### config.mk
export PLATFORM = sky130hd
export DESIGN_NAME = mtvs_cell
export DESIGN_NICKNAME = d
export VERILOG_FILES = /design/src/rtl/core/mtvs_pkg.sv /design/src/rtl/core/mtvs_cell.sv
export SDC_FILE = /design/constraint.sdc
export NUM_CORES = 1
export LEC_CHECK = 0
export ABC_CLOCK_PERIOD_IN_PS = 1050
export BUFFER_PORTS_ARGS = -buffer_cell sky130_fd_sc_hd__buf_2
export CAP_MARGIN = 20
export CORE_MARGIN = 8
export CORE_UTILIZATION = 45
export CTS_BUF_LIST = sky130_fd_sc_hd__clkbuf_8
export DETAILED_ROUTE_END_ITERATION = 10
export GPL_ROUTABILITY_DRIVEN = 0
export GPL_TIMING_DRIVEN = 0
export PLACE_DENSITY = 0.89
export SETUP_SLACK_MARGIN = 0.2
export SYNTH_ARGS = -nofsm -noshare
export SYNTH_HDL_FRONTEND = slang
export SYNTH_SLANG_ARGS = --single-unit
### constraint.sdc
create_clock -name clk -period 1.05 [get_ports clk]
set_clock_uncertainty 0.15 [all_clocks]
set_input_delay 0.105 -clock clk [delete_from_list [all_inputs] [get_ports clk]]
set_output_delay 0.105 -clock clk [all_outputs]
set_load 0.05 [all_outputs]
### src/rtl/core/mtvs_pkg.sv
// mtvs_pkg: constants, types and word functions of the mt19937 victim selector
// no dependencies; used by the channel interfaces, the cells, the remainder unit and the top level

package mtvs_pkg;

    localparam int          MT_N        = 624;
    localparam int          MT_M        = 397;
    localparam int          WORD_W      = 32;
    localparam int          FRAME_W     = 5;
    localparam int          POS_W       = 10;
    localparam logic [31:0] MT_INIT_MUL = 32'h6c07_8965;
    localparam logic [31:0] MT_MATRIX   = 32'h9908_b0df;
    localparam logic [31:0] MT_TEMPER_B = 32'h9d2c_5680;
    localparam logic [31:0] MT_TEMPER_C = 32'hefc6_0000;
    localparam logic [31:0] SEED_RESET  = 32'd5489;

    typedef logic [WORD_W-1:0]  word_t;
    typedef logic [FRAME_W-1:0] frame_t;
    typedef logic [POS_W-1:0]   pos_t;

    typedef enum logic [1:0] {
        ST_FILL,
        ST_READY,
        ST_CALC
    } mtvs_state_t;

    // remainder unit status, seen by the top level
    typedef struct packed {
        logic   done;
        frame_t frame;
    } mod_status_t;

    // seeding recurrence, one word from the previous one
    function automatic word_t seed_step(input word_t prev, input pos_t idx);
        word_t x;
        x = prev ^ (prev >> 30);
        return (x * MT_INIT_MUL) + {{(WORD_W-POS_W){1'b0}}, idx};
    endfunction

    // one word of the twist from words k, k+1 and k+397
    function automatic word_t twist_word(input word_t w0, input word_t w1, input word_t wm);
        word_t mix;
        word_t y;
        mix = {w0[31], w1[30:0]};
        y   = wm ^ {1'b0, mix[31:1]};
        if (mix[0])
        begin
            y = y ^ MT_MATRIX;
        end
        return y;
    endfunction

    function automatic word_t temper(input word_t w);
        word_t y;
        y = w;
        y = y ^ (y >> 11);
        y = y ^ ((y << 7) & MT_TEMPER_B);
        y = y ^ ((y << 15) & MT_TEMPER_C);
        y = y ^ (y >> 18);
        return y;
    endfunction

endpackage

### src/rtl/core/mtvs_cell.sv
// mtvs_cell: one state word of the generator shift chain
// depends on mtvs_pkg

module mtvs_cell
    import mtvs_pkg::*;
(
    input  logic  clk,
    input  logic  shift_en,
    input  word_t word_in,
    output word_t word_out
);

    word_t word_reg;
    word_t word_next;

    always_comb
    begin
        word_next = shift_en ? word_in : word_reg;
    end

    // payload only, no reset
    always_ff @(posedge clk)
    begin
        word_reg <= word_next;
    end

    assign word_out = word_reg;

endmodule

* After elaboration in Yosys (flattened, before gate mapping)
Index checks and enable logic that the tools add are counted.
** Operators by class
- $add $sub $neg :: 0
- $mul :: 0
- Divide/modulo/power cells :: 0
- Order comparisons :: 0
- Equality and inequality tests :: 0
- Shift-type cells :: 0
- Mux-type cells :: 0
- Bitwise gates (word level) :: 0
- Reduce and logical (&&, ||, !) cells :: 0
** Word-level totals
- Bits in registers :: 32
- Latch bits :: 0
- RAM bits :: 0
- Bits in read-only memories :: 0
- Bits of input ports :: 34
- Output and inout bits :: 32
- Logic and storage cells :: 1
- Memories kept :: 0

* Logic depth before layout (Yosys ltp)
Gate-level depths: netlist of the first run.
- Depth after elaboration :: 0
- Gate-level depth with buffers :: 0
- Gate-level depth less buffers :: 0

* Worst setup path before layout of the first run
Ideal clock, no wire load.
- Path kind :: reg2out
- Start point :: register word_reg[0] (netlist: word_out[0])
- End point :: output port word_out[0]
- Data arrival time :: 0.601 ns
- Required time :: 0.795 ns
- Path slack :: 0.194 ns
- Stages on the path, launching flop included :: 1
- Buffers on the path :: 0
- Cell sequence :: edfxtp_1
** RTL lines
- from (decl) :: RTL line mtvs_cell.sv:13 : word_t word_reg;
- from (signal assigned) :: RTL line mtvs_cell.sv:24 : word_reg <= word_next;
- to (decl) :: RTL line mtvs_cell.sv:10 : output word_t word_out
No word-level cell between the ends.

* Final worst setup path of the first run
- Start point :: register word_reg[6] (netlist: word_out[6])
- End point :: output port word_out[6]
No word-level cell between the ends.

==> run summary, run 1 <==
The via count normalized by instance count came out at 4.464. The number of fill cells in the layout came out at 98. The number of standard cells in the layout, taps in and fillers out came out at 138. The fmax came out at 912.8 MHz. TritonCTS built the clock tree. The number of global-route vias before repair came out at 656.

The clock buffer count from CTS came out at 5. Of the cells placed in the final design, the portion with a size suffix greater than 1 is 63.06%. The top cell types in the final layout, fill and taps aside, are buf_2 (32), buf_6 (32), edfxtp_1 (32), dlygate4sd3_1 (6), clkbuf_8 (5). The relative max-transition margin came out at 74.53%. The instance count after placement with tap cells included is 124. The cell count after synthesis came out at 32. After detailed routing, the average wire length per cell comes to 16.47 um. The met1 layer wirelength in the final routing is 661 um. The initial antenna violation count is 0. The highest layer touched by signal routing is met4. The leakage power came out at 0.7107 nW. Summed over all layers, the global routing overflow is 0. The met2 wirelength from detailed routing came out at 1330 um. The count of buffers added on input and output ports is 65.

The cell type with the largest total area after synthesis is edfxtp_1. The final route contains 616 vias. In the detailed route, the total length drawn on met3 is 243 um. The total nets after synthesis came out at 66. The largest fanout on the critical path is 1. The number of max-slew violations in the final report is 0. For this run, design rule violations remaining after detail routing come to 0. In the final layout, the multi-input gates occupy 0 sq um.

The number of storage elements in the synthesis netlist came out at 32. The warning count from the yosys run is 0. The number of failing setup endpoints in the final timing report came out at 32. The run finished, with violations left. Setup repair after global routing could not meet its margin everywhere.

The sequential area share after synthesis came out at 100.0%. Power spread over the standard cell area amounts to 1835 nW/um^2. The mean instance size in the synthesized netlist came out at 30.03 sq um. The signal arrival time at the worst endpoint is 840 ps. In this run the most critical hold path is launched from word_in[5].

The count of inserted antenna diode cells came out at 0. The post-synthesis cell type count is 1. The count of final hold-check violations came out at 26. 66 I/O pins were placed. The count of buffering cells on the critical path with inverters included is 1.

The first-pass iteration count of the detailed router came out at 4. The die is 62.21 um tall. The core box area came out at 1982 sq um. The cell area that synthesis handed to floorplanning was 960.9 sq um. The worst hold path terminates at word_out[5]. The signal on the critical path passes through buf_6. The total clock sinks came out at 32.

The effective utilization at floorplan came out at 48.48%. The maximum number of pins on one net before global-route repair is 33. The register with the most flip-flops in the layout has 32 of them. The multi-input gate count is 0. The number of DRC markers in iteration 0 came out at 14. The clock-pin slew of the registers on the worst-case setup and hold paths came out at 60 ps. The overall die area came out at 3870 sq um. The final reports fail on hold timing, setup timing. The net total in the final layout is 144. In this run the post-CTS setup repair buffer count came out at 0. The cell family contributing the most delay on the critical path is flip-flops. From left edge to right edge, the die measures 62.21 um. The clock tree root driver cell is clkbuf_8.

The aggregate global-route resource usage is 11.77%. STA classifies the critical path startpoint as a flip-flop. The smallest clock period supported by the final layout is computed as 1095 ps. The worst IR drop on VDD came out at 1.528 mV. Row generation in the floorplan step produced 16 rows. The total power consumption of the routed design is 3.052 mW. The top-area cell type share of the netlist area is 100.0%. The maximum buffer depth of the clock tree is 2. Max-cap violations in this run came to 0.

The data required time at the worst endpoint is 790 ps. The wire length of the first global-routing pass is 3312 um. The slowest stage of the critical path belongs to the cell edfxtp_1. The tightest min-delay check is of the primary input to flip-flop type.

At the pin with the least slew margin, the transition time is 382.0 ps. The final layout contains routed wiring with a total length of 2273 um. Once detail routing completed, the nets flagged for antenna violations numbered 0.

The relative area change from synthesis to final layout is 73.05%. The H-tree depth came out at 2. The cell depth of the worst min-delay path is 1.

In the post-route analysis, the smallest setup slack over all paths is -45.50 ps. The worst setup path is captured at a primary output. After layout, the worst path uses 104.3% of the clock period.

The critical path class is flip-flop to primary output. The tightest hold margin came out at -144.9 ps. In this design, the stage delay of the slowest critical-path cell is 400 ps. Sorting the synthesized cells by area gives the leading types as edfxtp_1 (100%).
cell usage after synthesis:
| master | instances |
|---|---|
| edfxtp_1 | 32 |
layout make-up:
type / instances / area (sq um) / share of cell area (%)
clock buffers: 5 / 68.82 / 4.138
flip-flops and latches: 32 / 960.9 / 57.79
repair buffers: 71 / 588.1 / 35.37
well taps: 27 / 33.78 / 2.032
clock inverters: 3 / 11.26 / 0.6772
timing repair:
action / 4_1_cts / 5_1_grt
endpoints found under the setup margin: 64 / 32
gates resized for setup: 65 / 0
hold endpoints to repair: 32 / 32
stage by stage:
step	setup WS, ps	cell area, sq um	setup TNS, ps	utilization (%)	hold slack, ps
final	-45.50	1663	-762.4	83.90	-144.9
after global routing	-85.96	1663	-1855	83.90	-160.8
after CTS	-49.13	1603	-1040	80.87	-153.1
after detailed placement	-118.9	1320	-3771	66.60	133.2
after global placement	-91.80	1320	-2913	66.60	131.5
after floorplan	194.4	960.9	0	-	53.87
how the worst max path moves through the flow:
stage	endpoint	slack (ps)	startpoint	cells after the start
CTS	word_out[31]	-50	word_out[31]	1
floorplan	word_out[0]	190	word_out[0]	0
global route	word_out[6]	-90	word_out[6]	1
global placement	word_out[7]	-90	shift_en	1
finish	word_out[6]	-50	word_out[6]	1
detailed placement	word_out[13]	-120	shift_en	1
power by group:
group / switching (mW) / internal, mW / leakage, nW / total, mW
clock network: 0.379 / 0.440 / 0.0482 / 0.819
logic: 0.429 / 0.238 / 0.349 / 0.666
registers: 0.0445 / 1.52 / 0.313 / 1.57
total: 0.852 / 2.20 / 0.711 / 3.05
cells by family (layout without fill, tap and decap cells):
logic type / count (synthesis) / in the layout / share of synthesized area [%]
buf+inv: 0 / 79 / 0
flops: 32 / 32 / 100.0
per-layer routing:
layer / GRT usage, % / up-vias
met3: 8.781 / 5
met1: 8.287 / 294
met5: 0 / -
met2: 21.99 / 33
li1: - / 284
met4: 5.248 / 0
Power figures use the tool's default switching activity.
==> run 2: changes to the inputs <==
Settings changed: CORE_UTILIZATION 45 to 42, CTS_BUF_LIST sky130_fd_sc_hd__clkbuf_8 to unset, PLACE_DENSITY 0.89 to 0.84.
==> run 2 against run 1 <==
  * The flow finishes with violations (setup timing)
  * Worst hold slack improved by 210 ps
  * Global-route usage rose by 3.1 points
  * Worst setup slack got worse by 99 ps
  * Critical path depth did not move
  * Via count rose by 18%
  * Combinational power rose by 12%
  * Clock-buffer cell count rose by 2
  * Flip-flop and latch count did not move
  * Sequential power barely moved
  * First-iteration DRC count rose to 2.6 times the previous value
  * Die area rose by 5.3%
  * Largest power group unchanged
==> run summary, run 2 (synthesized netlist as in run 1, its figures left out) <==
The worst path uses 113.7% of the clock period. The number of global-route vias before repair is 815. Across all hold checks on the routed design, the worst slack comes to 67.01 ps. The kind of launch point of the worst setup path is a flip-flop.

The routed layout has 729 vias. The clock tree root driver cell is clkbuf_4. The hold path startpoint is shift_en. The net total in the final layout is 170. The design draws 2.958 mW. The tightest min-delay check is of the primary input to flip-flop type. The data required time at the worst endpoint came out at 790 ps. After detailed routing, the total wire length is 2950 um. The kind of cell with the highest combined delay along the critical path is flip-flops.

The overall die area is 4074 sq um. The total setup buffers inserted after CTS came out at 0. In this run the deepest clock path goes through 2 buffers. The number of antenna diodes in the final layout is 0. The time the worst path needs with I/O delays and setup is 1194 ps.

The clock buffer count from CTS came out at 5. The cell depth of the worst min-delay path is 1. The worst IR drop on VDD came out at 1.342 mV.

The power density normalized to cell area is 1562 nW/um^2. The register with the most flip-flops in the layout has 32 of them. The number of DRC markers in iteration 0 came out at 37. From left edge to right edge, the die measures 63.83 um. For this run, design rule violations remaining after detail routing come to 0.

The worst stage delay on the critical path is 430 ps. The number of nets still failing antenna checks after routing came out at 0. CTS built an H-tree with a depth of 2. The fmax came out at 837.5 MHz. STA classifies the critical path endpoint as a primary output. The signal arrival time at the worst endpoint came out at 940 ps. The die extent in y came out at 63.83 um. The first global-routing pass estimated 4471 um of wire.

Of the cells placed in the final design, the portion with a size suffix greater than 1 is 51.09%. The critical path goes through buf_6. The number of failing setup endpoints in the final timing report came out at 32. The core box area came out at 2191 sq um. The worst hold path terminates at word_out[11]. Setup repair after global routing could not meet its margin everywhere.

The total clock sinks is 32. The reported max-cap violation count came out at 0. Cells fill 86.41% of the core in the end. The count of final hold-check violations came to 0. The final reports fail on setup timing.

The CTS tree is built. The count of buffering cells on the critical path with inverters included came out at 1. The number of max-slew violations in the final report is 0. The layout contains a multi-input combinational cell count of 0. The total I/O pin count came out at 66. The standard-cell row count is 17. After detailed placement, the total cell area comes to 1321 sq um.

In the final routed layout, each cell accounts on average for 17.88 um. The initial antenna violation count is 0. Summed over all cells, the static leakage comes to 0.7981 nW. The slowest stage cell on the critical path is edfxtp_1. The library cells used most frequently in the layout, excluding fill and tap cells, are dlygate4sd3_1 (32), buf_2 (32), buf_6 (32), edfxtp_1 (32), clkbuf_4 (5). The aggregate global-route resource usage is 14.91%.

Headroom to the max-slew limit came out at 74.65%. Entering global routing, the biggest net connects 33 pins. Dividing the detail-routed via count by the number of cells gives 4.418. The clock-pin slew of the registers on the worst-case setup and hold paths is 100 ps.

Global routing finished with a remaining overflow of 0. The first-pass iteration count of the detailed router came out at 4. Input and output buffers added on the ports amount to 65. The largest fanout on the critical path is 1. The pin slew with the least headroom to its limit is 380.2 ps. The cell area after layout came out at 1893 sq um. The initial utilization of the core area, before any placement, comes to 43.86%.

After layout, the worst setup slack is -144.0 ps. The run finished, with violations left. The relative area change from synthesis to final layout came out at 97.01%. The critical path class is flip-flop to primary output. The multi-input logic area came out at 0 sq um.
[run 2: routing by layer]
layer,share of wire [%],track usage [%],vias up
li1,-,-,337
met1,32,12.73,354
met2,61,29.61,34
met3,5.5,5.749,4
met4,1.3,5.850,0
met5,0,0,-
[run 2: layout make-up]
type | instances | area (sq um)
Tap cell | 28 | 35.03
Timing Repair Buffer | 97 | 848.3
Fill cell | 112 | 297.8
Clock inverter | 1 | 3.754
Sequential cell | 32 | 960.9
Clock buffer | 7 | 45.04
[run 2: repair_timing]
item | in CTS | in global routing
resized for setup | 65 | 0
hold buffers | 32 | 0
hold endpoints to repair | 32 | 0
setup endpoints to repair | 64 | 32
[run 2: worst max-delay path by stage]
stage / endpoint / cells past startpoint / slack [ps] / from
after CTS: word_out[3] / 1 / -110 / word_out[3]
after global placement: word_out[28] / 1 / -100 / shift_en
after global routing: word_out[24] / 1 / -180 / word_out[24]
after floorplan: word_out[0] / 0 / 190 / word_out[0]
after detailed placement: word_out[19] / 1 / -150 / shift_en
final: word_out[24] / 1 / -140 / word_out[24]
[run 2: report_power, final]
part | internal (mW) | switching (mW)
logic | 0.301 | 0.447
registers | 1.52 | 0.0497
clock network | 0.257 | 0.383
total | 2.08 | 0.880
[run 2: through the flow]
stage | TNS, ps | setup slack [ps] | cells
6_report | -2840 | -144.0 | 165
5_1_grt | -4176 | -176.8 | 165
4_1_cts | -2743 | -114.7 | 165
3_5_place_dp | -4691 | -147.4 | 125
3_3_place_gp | -3237 | -102.0 | 125
2_1_floorplan | 0 | 194.4 | 32
